<file path="config.mk">
export PLATFORM = sky130hd
export DESIGN_NAME = bfe_ctrl
export DESIGN_NICKNAME = d
export VERILOG_FILES = /design/src/rtl/bfe_pkg.sv /design/src/rtl/bfe_ctrl.sv
export SDC_FILE = /design/constraint.sdc
export NUM_CORES = 1
export LEC_CHECK = 0
export BUFFER_PORTS_ARGS = -buffer_cell sky130_fd_sc_hd__buf_2
export CAP_MARGIN = 20
export CORE_MARGIN = 2
export CORE_UTILIZATION = 41
export CTS_CLUSTER_DIAMETER = 120
export DETAILED_ROUTE_END_ITERATION = 16
export PLACE_DENSITY = 0.84
export SETUP_SLACK_MARGIN = 0.1
export SLEW_MARGIN = 10
export SYNTH_ARGS = -nofsm -noshare
export SYNTH_HDL_FRONTEND = slang
export SYNTH_SLANG_ARGS = --single-unit
</file>
<file path="constraint.sdc">
create_clock -name clock -period 1.25 [get_ports clock]
set_input_delay 0.1875 -clock clock [delete_from_list [all_inputs] [get_ports clock]]
set_output_delay 0.1875 -clock clock [all_outputs]
set_load 0.02 [all_outputs]
</file>
<file path="src/rtl/bfe_pkg.sv">
// Package of the bitmap field engine: payload structs, op codes, controller
// state and command/status types. No dependencies.
package bfe_pkg;

   localparam int MAP_BITS_DEFAULT = 4096;
   localparam int WORD_BITS        = 64;
   localparam int OP_W             = 3;
   localparam int INDEX_W          = 12;
   localparam int SIZE_W           = 13;
   localparam int CSR_AW           = 3;
   localparam int CSR_DW           = 32;

   localparam logic [SIZE_W-1:0] MAP_BITS_RESET = 13'd4096;
   localparam logic              REG_MAP_BITS   = 1'b0;

   localparam logic [OP_W-1:0] OP_GET       = 3'd0;
   localparam logic [OP_W-1:0] OP_SET       = 3'd1;
   localparam logic [OP_W-1:0] OP_SET_ALL   = 3'd2;
   localparam logic [OP_W-1:0] OP_CLEAR_ALL = 3'd3;
   localparam logic [OP_W-1:0] OP_FIND      = 3'd4;

   typedef struct packed {
      logic [OP_W-1:0]      op;
      logic [INDEX_W-1:0]   from_bit;
      logic [INDEX_W-1:0]   to_bit;
      logic [WORD_BITS-1:0] write_value;
   } req_type;

   typedef struct packed {
      logic [WORD_BITS-1:0] read_value;
      logic [SIZE_W-1:0]    found_index;
      logic                 ok;
   } rsp_type;

   typedef enum logic [3:0] {
      S_CLEAR,
      S_IDLE,
      S_DECODE,
      S_RLO,
      S_RHI,
      S_WLO,
      S_WHI,
      S_FRD,
      S_FWR,
      S_FCHK,
      S_DONE
   } state_type;

   typedef enum logic [1:0] {
      RD_CUR,
      RD_NEXT,
      RD_LAST
   } rd_sel_type;

   typedef enum logic [1:0] {
      WR_ZERO,
      WR_LO,
      WR_HI,
      WR_FILL
   } wr_sel_type;

   typedef enum logic [1:0] {
      FS_HOLD,
      FS_SIZE,
      FS_HIT
   } found_sel_type;

   typedef struct packed {
      logic          ld_req;
      logic          cnt_clr;
      logic          cnt_inc;
      logic          rd_en;
      rd_sel_type    rd_sel;
      logic          wr_en;
      wr_sel_type    wr_sel;
      logic          cap_lo;
      logic          cap_hi;
      found_sel_type found_sel;
      logic          out_ld;
   } cmd_type;

   typedef struct packed {
      logic [OP_W-1:0] op;
      logic            bad;
      logic            two_words;
      logic            past_size;
      logic            size_zero;
      logic            last_word;
      logic            hit;
      logic            clr_last;
   } sts_type;

endpackage

</file>
<file path="src/rtl/bfe_ctrl.sv">
// Controller state machine of the bitmap field engine.
// Depends on bfe_pkg; drives the datapath by command, reads its status.
module bfe_ctrl (
   input  logic             clock,
   input  logic             reset,
   input  logic             req_valid,
   output logic             req_ready,
   input  logic             out_free,
   input  bfe_pkg::sts_type sts,
   output bfe_pkg::cmd_type cmd
);

   bfe_pkg::state_type state_ff;
   bfe_pkg::state_type state_in;

   always_comb begin
      state_in = state_ff;
      case (state_ff)
         bfe_pkg::S_CLEAR: begin
            if (sts.clr_last) begin
               state_in = bfe_pkg::S_IDLE;
            end
         end
         bfe_pkg::S_IDLE: begin
            if (req_valid) begin
               state_in = bfe_pkg::S_DECODE;
            end
         end
         bfe_pkg::S_DECODE: begin
            if (sts.op inside {bfe_pkg::OP_GET, bfe_pkg::OP_SET}) begin
               state_in = sts.bad ? bfe_pkg::S_DONE : bfe_pkg::S_RLO;
            end else if (sts.op inside {bfe_pkg::OP_SET_ALL, bfe_pkg::OP_CLEAR_ALL}) begin
               state_in = sts.size_zero ? bfe_pkg::S_DONE : bfe_pkg::S_FRD;
            end else if (sts.op == bfe_pkg::OP_FIND) begin
               state_in = sts.past_size ? bfe_pkg::S_DONE : bfe_pkg::S_FCHK;
            end else begin
               state_in = bfe_pkg::S_DONE;
            end
         end
         bfe_pkg::S_RLO: begin
            state_in = bfe_pkg::S_RHI;
         end
         bfe_pkg::S_RHI: begin
            state_in = (sts.op == bfe_pkg::OP_SET) ? bfe_pkg::S_WLO : bfe_pkg::S_DONE;
         end
         bfe_pkg::S_WLO: begin
            state_in = sts.two_words ? bfe_pkg::S_WHI : bfe_pkg::S_DONE;
         end
         bfe_pkg::S_WHI: begin
            state_in = bfe_pkg::S_DONE;
         end
         bfe_pkg::S_FRD: begin
            state_in = bfe_pkg::S_FWR;
         end
         bfe_pkg::S_FWR: begin
            state_in = sts.last_word ? bfe_pkg::S_DONE : bfe_pkg::S_FRD;
         end
         bfe_pkg::S_FCHK: begin
            if (sts.hit || sts.last_word) begin
               state_in = bfe_pkg::S_DONE;
            end
         end
         bfe_pkg::S_DONE: begin
            if (out_free) begin
               state_in = bfe_pkg::S_IDLE;
            end
         end
         default: begin
            state_in = bfe_pkg::S_IDLE;
         end
      endcase
   end

   always_comb begin
      req_ready     = 1'b0;
      cmd.ld_req    = 1'b0;
      cmd.cnt_clr   = 1'b0;
      cmd.cnt_inc   = 1'b0;
      cmd.rd_en     = 1'b0;
      cmd.rd_sel    = bfe_pkg::RD_CUR;
      cmd.wr_en     = 1'b0;
      cmd.wr_sel    = bfe_pkg::WR_ZERO;
      cmd.cap_lo    = 1'b0;
      cmd.cap_hi    = 1'b0;
      cmd.found_sel = bfe_pkg::FS_HOLD;
      cmd.out_ld    = 1'b0;
      case (state_ff)
         bfe_pkg::S_CLEAR: begin
            cmd.wr_en   = 1'b1;
            cmd.wr_sel  = bfe_pkg::WR_ZERO;
            cmd.cnt_inc = 1'b1;
         end
         bfe_pkg::S_IDLE: begin
            req_ready  = 1'b1;
            cmd.ld_req = req_valid;
         end
         bfe_pkg::S_DECODE: begin
            if (sts.op inside {bfe_pkg::OP_GET, bfe_pkg::OP_SET}) begin
               cmd.rd_en = !sts.bad;
            end else if (sts.op inside {bfe_pkg::OP_SET_ALL, bfe_pkg::OP_CLEAR_ALL}) begin
               cmd.cnt_clr = 1'b1;
            end else if (sts.op == bfe_pkg::OP_FIND) begin
               if (sts.past_size) begin
                  cmd.found_sel = bfe_pkg::FS_SIZE;
               end else begin
                  cmd.rd_en = 1'b1;
               end
            end
         end
         bfe_pkg::S_RLO: begin
            cmd.cap_lo = 1'b1;
            cmd.rd_en  = 1'b1;
            cmd.rd_sel = bfe_pkg::RD_LAST;
         end
         bfe_pkg::S_RHI: begin
            cmd.cap_hi = 1'b1;
         end
         bfe_pkg::S_WLO: begin
            cmd.wr_en  = 1'b1;
            cmd.wr_sel = bfe_pkg::WR_LO;
         end
         bfe_pkg::S_WHI: begin
            cmd.wr_en  = 1'b1;
            cmd.wr_sel = bfe_pkg::WR_HI;
         end
         bfe_pkg::S_FRD: begin
            cmd.rd_en = 1'b1;
         end
         bfe_pkg::S_FWR: begin
            cmd.wr_en   = 1'b1;
            cmd.wr_sel  = bfe_pkg::WR_FILL;
            cmd.cnt_inc = !sts.last_word;
         end
         bfe_pkg::S_FCHK: begin
            if (sts.hit) begin
               cmd.found_sel = bfe_pkg::FS_HIT;
            end else if (sts.last_word) begin
               cmd.found_sel = bfe_pkg::FS_SIZE;
            end else begin
               cmd.cnt_inc = 1'b1;
               cmd.rd_en   = 1'b1;
               cmd.rd_sel  = bfe_pkg::RD_NEXT;
            end
         end
         bfe_pkg::S_DONE: begin
            cmd.out_ld = out_free;
         end
         default: begin
            req_ready = 1'b0;
         end
      endcase
   end

   always_ff @(posedge clock) begin
      if (reset) begin
         state_ff <= bfe_pkg::S_CLEAR;
      end else begin
         state_ff <= state_in;
      end
   end

endmodule

</file>
* Yosys cells after proc, flatten, opt, wreduce, memory -nomap -nowiden *
Cells that the tools add are included.

cells by class
  equal/unequal tests = 18
  muxes and demuxes = 39
  reduce and logical (&&, ||, !) cells = 9

operators by type and width
  cell                  number
  $mux W4               13
  $pmux W4 S11          1
  $mux W1               17
  $eq A4 B3 Y1 const B  4
  $eq A4 B4 Y1 const B  3
  $pmux W3 S4           1
  $eq A4 B2 Y1 const B  2
  $ne A2 B2 Y1 const B  4
  $pmux W2 S2           2
  $eq A3 B2 Y1 const B  2
  $mux W2               3
  $pmux W1 S3           2
  $eq A4 B1 Y1 const B  1
  $logic_not A4 Y1      1
  $reduce_and A4 Y1     1
  $reduce_bool A2 Y1    2
  $eq A3 B1 Y1 const B  1
  $eq A3 B3 Y1 const B  1
  $logic_not A3 Y1      1
  $logic_not A1 Y1      2
  $reduce_or A2 Y1      1
  $logic_or A1 B1 Y1    1

word-level totals
  flip-flop bits (word level) = 4
  bits of input ports = 14
  logic and storage cells = 67

* Logic depth before layout (Yosys ltp) *
Gate-level depths: netlist of the first run.

  depth after elaboration = 5
  depth in mapped cells = 6

* Worst setup path before layout of the first run *
No wires, ideal clock.

  path type = register -> output
  start = register state_ff[2]
  end = output cmd[3] in the netlist's numbering
  arrival = 1.344 ns
  required time = 1.062 ns
  setup slack = -0.281 ns
  stages on the path, launching flop included = 4
  path through = dfxtp_1 -> buf_6 -> inv_2 -> nor4_1

RTL lines
  what                    RTL line         source
  from (decl)             bfe_ctrl.sv:13   bfe_pkg::state_type state_ff;
  from (signal assigned)  bfe_ctrl.sv:156  state_ff <= bfe_pkg::S_CLEAR;
  from (signal assigned)  bfe_ctrl.sv:158  state_ff <= state_in;
  to (decl)               bfe_ctrl.sv:10   output bfe_pkg::cmd_type cmd

==> summary.md, run 1 <==
| Metric | Value |
|---|---|
| CTS tree | `built` |
| Max-cap violations | `0` |
| Num CTS Buffers | `3` |
| Final worst setup slack | `-0.419 ns` |
| Max reg flops | `4` |
| RD Place Congestion | `0.839` |
| CTS root buffer | `clkbuf_4` |
| CTS sink cnt | `4` |
| Post-layout util | `92.4%` |
| P&R area growth vs syn | `111%` |
| # setup viols final | `19` |
| Synth unique cells | `45` |
| Clk pwr share | `15.8%` |
| P_int | `0.694 mW` |
| Largest net degree at the start of global routing | `10` |
| Initial Util | `43.7%` |
| Post-Syn Nets | `105` |
| Crit-path cells | `buf_6, and4bb_4, nand2_4, buf_4, inv_2, buf_6` |
| Post-placement cell count | `153` |
| CP top delay family | `buffers and inverters` |
| Die ar. | `1940 um2` |
| Comb pwr share | `69.3%` |
| Ranking of synthesized cells by area | `dfxtp_1 12%, a21oi_1 6.1%, nor2_1 5.7%` |
| Mapped Area | `658 um2` |
| Switching Power | `0.496 mW` |
| Final cell count without fillers | `171` |
| Worst rel slew slack | `67.7%` |
| Commonest cells in the netlist | `10 x nor2_1, 8 x a21oi_1, 5 x nand2_1, 5 x nand2b_1` |
| Top FF cell, synth | `dfxtp_1` |
| Critical path buffer and inverter count | `4` |
| Worst skew pair latency | `0.24 ns` |
| Status | `finished, violations left` |
| Pwr dens | `855 nW/um2` |
| Power, Total | `1.19 mW` |
| Largest regs | `state_ff x4` |
| Synth area leader | `dfxtp_1` |
| Most common cell in the netlist | `nor2_1` |
| YS warnings | `0` |
| Slew of the pin with the lowest slew margin | `0.478 ns` |
| Largest fanout on the critical path | `7` |
| Crit path kind | `flop to primary output` |
| Cell mode on critical path | `buf_6` |
| DRT antenna net count | `0` |
| VDD IR-drop max | `0.842 mV` |
| Largest stage delay, worst path | `0.38 ns` |
| Top cell type's share of synthesized area | `12.2%` |
| Grt total ovfl | `0` |
| Post-synthesis sequential area ratio | `12.2%` |
| Fin area | `1390 um2` |
| Initial antenna violation count | `0` |
| Final critical-path share of the clock period | `134%` |
| Rows | `14` |
| Total wire length | `3520 um` |
| Number of buffers added on ports | `28` |
| Placeable Area | `1510 um2` |
| Cell count after synthesis | `91` |
| Fin Setup TNS | `-5.76 ns` |
| Req. time, crit path | `1.06 ns` |
| Startpoint Class | `flop` |
| Share of cells above drive strength 1 | `67.7%` |
| Critical-path top delay cell | `dfxtp_4` |
| Async set-reset flop share out of synthesis | `0%` |
| Final Hold Vio Count | `0` |
| TritonRoute pass-1 iters | `5` |
| Final worst path period need | `1.67 ns` |
| Largest reg by FF count | `state_ff` |
| Area of placed instances | `1010 um2` |
| Vias | `1131` |
| Nets | `170` |
| DPL Wire Length | `1750 um` |
| Die width | `44.1 um` |
| Vias in the first global route | `954` |
| Initial drt markers | `79` |
| DR DRC count | `0` |
| GRT Overall Usage | `33.1%` |
| Fmax | `599 MHz` |
| Average cell area after synthesis | `7.23 um2` |
| Post-synth EDFFs | `0` |
| Avg WL per Cell | `20.6 um` |
| P_leak | `0.602 nW` |
| First-pass GRT wire length | `4740 um` |
| Via density | `6.61` |
| Final number of max-transition violations | `0` |
| IO Pins | `29` |
| Sequential power share | `14.9%` |
| Failing checks | `setup timing` |
| Worst-case clock buffer depth | `2` |
| Crit. End Element | `primary output` |
| Clock skew | `0.00395 ns` |
| N_diodes | `0` |
| Post-synthesis register bit count | `4` |
| RSZ-0062 raised after global routing | `yes` |
| CTS clk-pin slew, worst paths | `0.05 ns` |
| Sw frac | `41.7%` |
| Die Y | `44.1 um` |
| Worst path arrival time | `1.48 ns` |
| Max H-tree Level | `1` |
| HP Class | `input port to flop` |
## stage by stage
| stage | hold WS, ns | setup WS [ns] |
|---|---|---|
| global placement | 0.390 | -0.145 |
| finish | 0.164 | -0.419 |
| floorplan | 0.241 | -0.0733 |
| CTS | 0.136 | -0.337 |
| global route | 0.166 | -0.471 |
| detailed placement | 0.391 | -0.193 |
## power groups by stage
| stage | logic (mW) | clock network (mW) | registers (mW) |
|---|---|---|---|
| floorplan | 0.315 | 0 | 0.163 |
| global placement | 0.476 | 0 | 0.171 |
| detailed placement | 0.492 | 0 | 0.174 |
| CTS | 0.701 | 0.183 | 0.176 |
| global route | 0.857 | 0.207 | 0.178 |
| finish | 0.825 | 0.188 | 0.177 |
## routing by layer
metal  share of wire [%]  global-route usage (%)  routed length [um]  vias up
met3                  11                    2.45                 371       41
met5                   0                       0                   0        -
met1                  33                    40.5                1160      502
met4                 8.0                    9.70                 282        0
met2                  48                    61.2                1710      115
li1                    -                       -                   -      473
## cells by family after synthesis
family	Yosys count	synth area share, %
AOI/OAI and AO/OA	27	28.1
xor gates and xnor gates	1	1.33
buffers and inverters	12	10.5
DFF	4	12.2
muxes	1	1.71
and+or+nand+nor	46	46.2
## placed cells by master, fill, tap and decap left out, types with 2 or more instances in the layout
master	synthesis	routed
nand3b_1	2	2
buf_4	1	33
a21oi_2	1	3
a21oi_1	8	5
nor2_1	10	5
inv_1	4	2
nand2_1	5	4
clkbuf_4	0	3
inv_2	1	2
nor4b_4	0	2
o21ai_1	2	2
nor3_1	2	2
or3b_1	2	2
buf_2	4	13
nor2_2	0	2
a41oi_1	2	2
nor4b_1	2	2
nor2_4	0	3
nand2b_4	1	2
nand2b_1	5	4
buf_6	2	20
dfxtp_4	0	4
nand3_1	2	2
nor3b_2	0	2
## worst register-to-register path, delay by kind of cell (launching register included)
family	cells	cell delay, ns
AOI/OAI and AO/OA	3	0.61
buffers and inverters	2	0.28
DFF	1	0.41
and+or+nand+nor	1	0.22
## path summary, 6_finish.rpt
kind | from | to | slack [ns] | depth (start not counted)
max | state_ff[2]$_SDFFE_PP0P_ | cmd[8] | -0.42 | 6
min | reset | state_ff[2]$_SDFFE_PP0P_ | 0.16 | 2
max reg2reg | state_ff[2]$_SDFFE_PP0P_ | state_ff[1]$_SDFFE_PP0P_ | -0.34 | 6
min reg2reg | state_ff[0]$_SDFFE_PP0P_ | state_ff[0]$_SDFFE_PP0P_ | 0.65 | 2
## layout make-up
class	instances	area, um2
repair buffers	67	558
multi-input cells	75	671
well taps	16	20.0
clock buffers	4	26.3
flip-flops and latches	4	95.1
inverters	5	21.3
fillers	52	115
## timing repair
item,CTS,global route
pin swaps,11,5
setup buffers,11,3
hold buffers,0,0
gates resized for setup,54,13
setup endpoints to repair,19,19
(Power assumes the default switching activity.)
==> run 2, diff against run 1 <==
--- a/config.mk
+++ b/config.mk
@@ -11,6 +11,7 @@
 export CORE_UTILIZATION = 41
 export CTS_CLUSTER_DIAMETER = 120
 export DETAILED_ROUTE_END_ITERATION = 16
+export GPL_TIMING_DRIVEN = 0
 export PLACE_DENSITY = 0.84
 export SETUP_SLACK_MARGIN = 0.1
 export SLEW_MARGIN = 10
==> run 2 against run 1 <==
Compared with the run above:
- the run still ends with setup timing left
- clock skew increased by 0.0039 ns
- total power decreased by 14%
- sequential share of layout area increased by 0.45 points
- count of clock-buffer cells in the layout unchanged
- die area unchanged
- largest power group unchanged
==> summary.md, run 2 (synthesis gave the netlist of run 1 again) <==
| Metric | Value |
|---|---|
| Final Hold Vio Count | `0` |
| Largest net degree at the start of global routing | `11` |
| Critical-path top delay cell | `or3_4` |
| Vias in the first global route | `868` |
| Vias | `960` |
| Crit. End Element | `primary output` |
| Max H-tree Level | `1` |
| Die ar. | `1940 um2` |
| Startpoint Class | `flop` |
| CTS sink cnt | `4` |
| Hold Worst Slack | `0.161 ns` |
| # setup viols final | `19` |
| Multi-input gate area | `687 um2` |
| First-pass GRT wire length | `4000 um` |
| Number of buffers added on ports | `26` |
| Final critical-path share of the clock period | `132%` |
| Cts hold-fix bufs | `0` |
| Commonest non-fill, non-tap cell in the layout | `buf_4` |
| Comb pwr share | `64.7%` |
| DR DRC count | `0` |
| Sequential power share | `17.8%` |
| Final worst path period need | `1.65 ns` |
| Placeable Area | `1510 um2` |
| Worst-case clock buffer depth | `2` |
| Final worst setup slack | `-0.403 ns` |
| N_diodes | `0` |
| GRT Overall Usage | `27.1%` |
| Area of placed instances | `866 um2` |
| P&R area growth vs syn | `93.2%` |
| Via density | `6.23` |
| DPL Wire Length | `1490 um` |
| CTS tree | `built` |
| Sw frac | `41.4%` |
| Post-layout util | `84.4%` |
| Max reg flops | `4` |
| Share of cells above drive strength 1 | `67.4%` |
| Status | `finished, violations left` |
| P_int | `0.601 mW` |
| Worst skew pair latency | `0.24 ns` |
| Avg WL per Cell | `17.6 um` |
| CTS clk-pin slew, worst paths | `0.04 ns` |
| Rows | `14` |
| Worst rel slew slack | `66.1%` |
| Req. time, crit path | `1.06 ns` |
| CTS root buffer | `clkbuf_4` |
| TritonRoute pass-1 iters | `4` |
| Pwr dens | `806 nW/um2` |
| Largest fanout on the critical path | `7` |
| CP top delay family | `buffers and inverters` |
| Final number of max-transition violations | `0` |
| Register Area | `92.6 um2` |
| Fin area | `1270 um2` |
| Clock skew | `0.00788 ns` |
| Nets | `153` |
| Fin Setup TNS | `-5.38 ns` |
| Worst path arrival time | `1.47 ns` |
| Largest stage delay, worst path | `0.39 ns` |
| RSZ-0062 raised after global routing | `yes` |
| Crit-path cells | `buf_6, buf_8, or3_4, a21oi_4, buf_6` |
| Total wire length | `2720 um` |
| VDD IR-drop max | `0.672 mV` |
| P_leak | `0.515 nW` |
| Die width | `44.1 um` |
| RD Place Congestion | `0.802` |
| Max-cap violations | `0` |
| Crit path kind | `flop to primary output` |
| Grt total ovfl | `0` |
| Filler instances | `87` |
| Largest reg by FF count | `state_ff` |
| Clk pwr share | `17.5%` |
| Fmax | `605 MHz` |
| Critical path buffer and inverter count | `3` |
| Failing checks | `setup timing` |
| Num CTS Buffers | `3` |
| Cell mode on critical path | `buf_6` |
| Slew of the pin with the lowest slew margin | `0.507 ns` |
| Initial Util | `43.7%` |
| DRT antenna net count | `0` |
| Most frequent cells in the layout | `19 x buf_4, 15 x buf_6, 13 x buf_2` |
| IO Pins | `29` |
| Initial drt markers | `45` |
| Largest regs | `state_ff x4` |
| Switching Power | `0.425 mW` |
| Initial antenna violation count | `0` |
| Die Y | `44.1 um` |
| HP Class | `input port to flop` |
## run 2: cell types whose count changed in the layout (fill, tap and decap cells not counted), moves of 2 or more
cell	before	now
buf_8	0	3
nor2_4	3	1
buf_6	20	15
buf_4	33	19
## run 2: power groups by stage
stage	clock network (mW)	registers (mW)	logic (mW)
2_1_floorplan	0	0.163	0.315
3_3_place_gp	0	0.170	0.414
3_5_place_dp	0	0.170	0.423
4_1_cts	0.177	0.179	0.544
5_1_grt	0.190	0.184	0.700
6_report	0.179	0.183	0.663
## run 2: what timing repair did
item	4_1_cts	5_1_grt
resized for setup	45	21
pin swaps	10	7
hold endpoints to repair	0	0
setup endpoints to repair	19	19
buffers inserted	12	5
## run 2: per-layer routing
layer	part of all wire, %	vias up	GRT usage [%]	wire [um]
li1	-	430	-	-
met1	39	463	32.7	1050
met2	53	59	50.6	1450
met3	6.2	8	3.67	168
met4	1.8	0	5.45	48
met5	0	-	0	0
## run 2: path summary, 6_finish.rpt
| check | slack [ns] | from | depth (start not counted) | endpoint |
|---|---|---|---|---|
| max | -0.40 | state_ff[3]$_SDFFE_PP0P_ | 5 | cmd[6] |
| min | 0.16 | reset | 2 | state_ff[2]$_SDFFE_PP0P_ |
| max reg2reg | -0.26 | state_ff[3]$_SDFFE_PP0P_ | 7 | state_ff[1]$_SDFFE_PP0P_ |
| min reg2reg | 0.65 | state_ff[2]$_SDFFE_PP0P_ | 3 | state_ff[0]$_SDFFE_PP0P_ |
## run 2: through the flow
| step | power [mW] | instances | setup slack [ns] |
|---|---|---|---|
| 2_1_floorplan | 0.478 | 91 | -0.0733 |
| 3_3_place_gp | 0.584 | 133 | -0.250 |
| 3_5_place_dp | 0.593 | 133 | -0.260 |
| 4_1_cts | 0.900 | 149 | -0.380 |
| 5_1_grt | 1.07 | 154 | -0.519 |
| 6_report | 1.03 | 154 | -0.403 |
## run 2: final cells by class
class | instances | share of cell area (%)
Clock buffer | 4 | 2.07
Sequential cell | 4 | 7.28
Tap cell | 16 | 1.57
Inverter | 5 | 1.87
Timing Repair Buffer | 43 | 27.4
Buffer | 7 | 5.81
Multi-Input combinational cell | 75 | 54.0
==> run 3, diff against run 2 <==
==> constraint.sdc (replaced) <==
create_clock -name clock -period 1.25 [get_ports clock]
set_input_delay 0.25 -clock clock [delete_from_list [all_inputs] [get_ports clock]]
set_output_delay 0.25 -clock clock [all_outputs]
set_load 0.02 [all_outputs]
==> run 3 against run 2 <==
Compared with the run above:
- the flow still finishes with violations (setup timing)
- global-route usage increased by 2.2 points
- sequential power decreased by 2%
- first-iteration DRC count up 4.4%
- maximum frequency decreased by 6.1%
- worst hold slack improved by 0.059 ns
- die area unchanged
- core utilization rose by 9.6 points
- non-clock buffer count up 6
- final cell count increased by 3.9%
- flip-flop and latch count did not move
- critical endpoint is now cmd[10]
==> summary.md, run 3 (synthesis gave the netlist of run 1 again) <==
| Metric | Value |
|---|---|
| RSZ-0062 raised after global routing | `yes` |
| Sw frac | `43.6%` |
| Final critical-path share of the clock period | `141%` |
| Worst path arrival time | `1.51 ns` |
| Share of cells above drive strength 1 | `75.7%` |
| Largest stage delay, worst path | `0.38 ns` |
| R2r endpoint | `state_ff[1]$_SDFFE_PP0P_` |
| Via density | `6.76` |
| Grt total ovfl | `0` |
| Max-cap violations | `0` |
| # setup viols final | `19` |
| Worst rel slew slack | `64.1%` |
| Pwr dens | `887 nW/um2` |
| P_leak | `0.580 nW` |
| TritonRoute pass-1 iters | `4` |
| DPL Wire Length | `1460 um` |
| P_int | `0.708 mW` |
| Die width | `44.1 um` |
| Rows | `14` |
| Crit path kind | `flop to primary output` |
| Final worst setup slack | `-0.509 ns` |
| Most frequent cells in the layout | `20 x buf_4, 19 x buf_6, 13 x buf_2` |
| Register Area | `92.6 um2` |
| HP Class | `input port to flop` |
| P&R area growth vs syn | `115%` |
| Largest fanout on the critical path | `5` |
| Reg2reg path depth | `7` |
| RD Place Congestion | `0.827` |
| Die Y | `44.1 um` |
| Comb pwr share | `69.5%` |
| Failing checks | `setup timing` |
| Final number of max-transition violations | `0` |
| Worst Setup EP | `cmd[10]` |
| DR DRC count | `0` |
| Critical path buffer and inverter count | `2` |
| Req. time, crit path | `1.00 ns` |
| Num CTS Buffers | `3` |
| Avg WL per Cell | `24.0 um` |
| N_diodes | `0` |
| Worst-case clock buffer depth | `2` |
| Vias in the first global route | `928` |
| CTS sink cnt | `4` |
| Fin area | `1420 um2` |
| Startpoint Class | `flop` |
| Largest net degree at the start of global routing | `11` |
| Area of placed instances | `887 um2` |
| Commonest non-fill, non-tap cell in the layout | `buf_4` |
| Clock skew | `0.0150 ns` |
| Status | `finished, violations left` |
| Levels on crit path | `5` |
| Final Hold Vio Count | `0` |
| Crit-path cells | `buf_6, and4bb_4, nand2_4, o211ai_1, buf_4` |
| Slew of the pin with the lowest slew margin | `0.537 ns` |
| Largest regs | `state_ff x4` |
| Max reg flops | `4` |
| R2r setup slk | `-0.29 ns` |
| CTS clk-pin slew, worst paths | `0.06 ns` |
| Worst hold path stage count | `2` |
| Sequential power share | `14.3%` |
| Vias | `1082` |
| CP startpoint | `state_ff[1]$_SDFFE_PP0P_` |
| CTS root buffer | `clkbuf_4` |
| Max H-tree Level | `1` |
| Die ar. | `1940 um2` |
| Number of buffers added on ports | `26` |
| IO Pins | `29` |
| Fin Setup TNS | `-6.69 ns` |
| First-pass GRT wire length | `4210 um` |
| Filler instances | `48` |
| Total wire length | `3830 um` |
| Initial drt markers | `47` |
| Placeable Area | `1510 um2` |
| Worst skew pair latency | `0.26 ns` |
| CP top delay family | `simple AND/OR/NAND/NOR gates` |
| Reg2reg start | `state_ff[3]$_SDFFE_PP0P_` |
| CTS tree | `built` |
| Crit. End Element | `primary output` |
| Multi-input gate area | `753 um2` |
| Largest reg by FF count | `state_ff` |
| VDD IR-drop max | `0.798 mV` |
| Nets | `159` |
| DRT antenna net count | `0` |
| Clk pwr share | `16.2%` |
| Initial Util | `43.7%` |
| Fmax | `568 MHz` |
| Final worst path period need | `1.76 ns` |
| Switching Power | `0.547 mW` |
| Critical-path top delay cell | `and4bb_4` |
| GRT Overall Usage | `29.2%` |
| Cts hold-fix bufs | `0` |
| Post-layout util | `93.9%` |
| Initial antenna violation count | `0` |
[run 3: cell types whose count changed in the layout (fill, tap and decap cells not counted), moves of 2 or more]
cell,before,now
buf_6,15,19
buf_12,0,2
inv_4,0,2
nor2_4,1,3
nor4b_2,0,2
a21oi_2,3,5
a21oi_1,5,2
[run 3: repair_timing]
action	CTS	global route
buffers inserted	17	8
resized for setup	52	33
endpoints found under the setup margin	19	19
pin swaps	16	21
[run 3: power groups by stage]
stage | clock network (mW) | logic (mW) | registers (mW)
finish | 0.203 | 0.873 | 0.179
global route | 0.204 | 0.902 | 0.178
CTS | 0.188 | 0.674 | 0.170
detailed placement | 0 | 0.453 | 0.173
global placement | 0 | 0.440 | 0.172
floorplan | 0 | 0.342 | 0.166
[run 3: worst min-delay path by stage]
stage	start	to
2_1_floorplan	reset	state_ff[2]$_SDFFE_PP0P_
3_3_place_gp	reset	state_ff[2]$_SDFFE_PP0P_
3_5_place_dp	reset	state_ff[2]$_SDFFE_PP0P_
4_1_cts	reset	state_ff[2]$_SDFFE_PP0P_
5_1_grt	reset	state_ff[2]$_SDFFE_PP0P_
6_report	reset	state_ff[2]$_SDFFE_PP0P_
[run 3: cell type report]
| cell class | count | share of cell area (%) |
|---|---|---|
| sequential | 4 | 6.54 |
| multi-input combinational | 75 | 53.2 |
| timing repair buffer | 49 | 29.1 |
| clock buffer | 4 | 1.86 |
| tap | 16 | 1.41 |
| buffer | 7 | 6.19 |
| inverter | 5 | 1.68 |
[run 3: routing by layer]
metal	vias up	global-route usage, %	part of all wire, %
met1	496	30.8	35
li1	448	-	-
met2	105	54.1	48
met4	0	15.8	6.1
met5	-	0	0
met3	33	5.31	11
[run 3: stage by stage]
stage	setup WS, ns	std cells	total power [mW]	hold slack, ns
6_report	-0.509	160	1.26	0.220
5_1_grt	-0.572	160	1.28	0.222
2_1_floorplan	-0.136	91	0.508	0.303
3_5_place_dp	-0.355	133	0.626	0.450
3_3_place_gp	-0.327	133	0.613	0.452
4_1_cts	-0.464	154	1.03	0.203
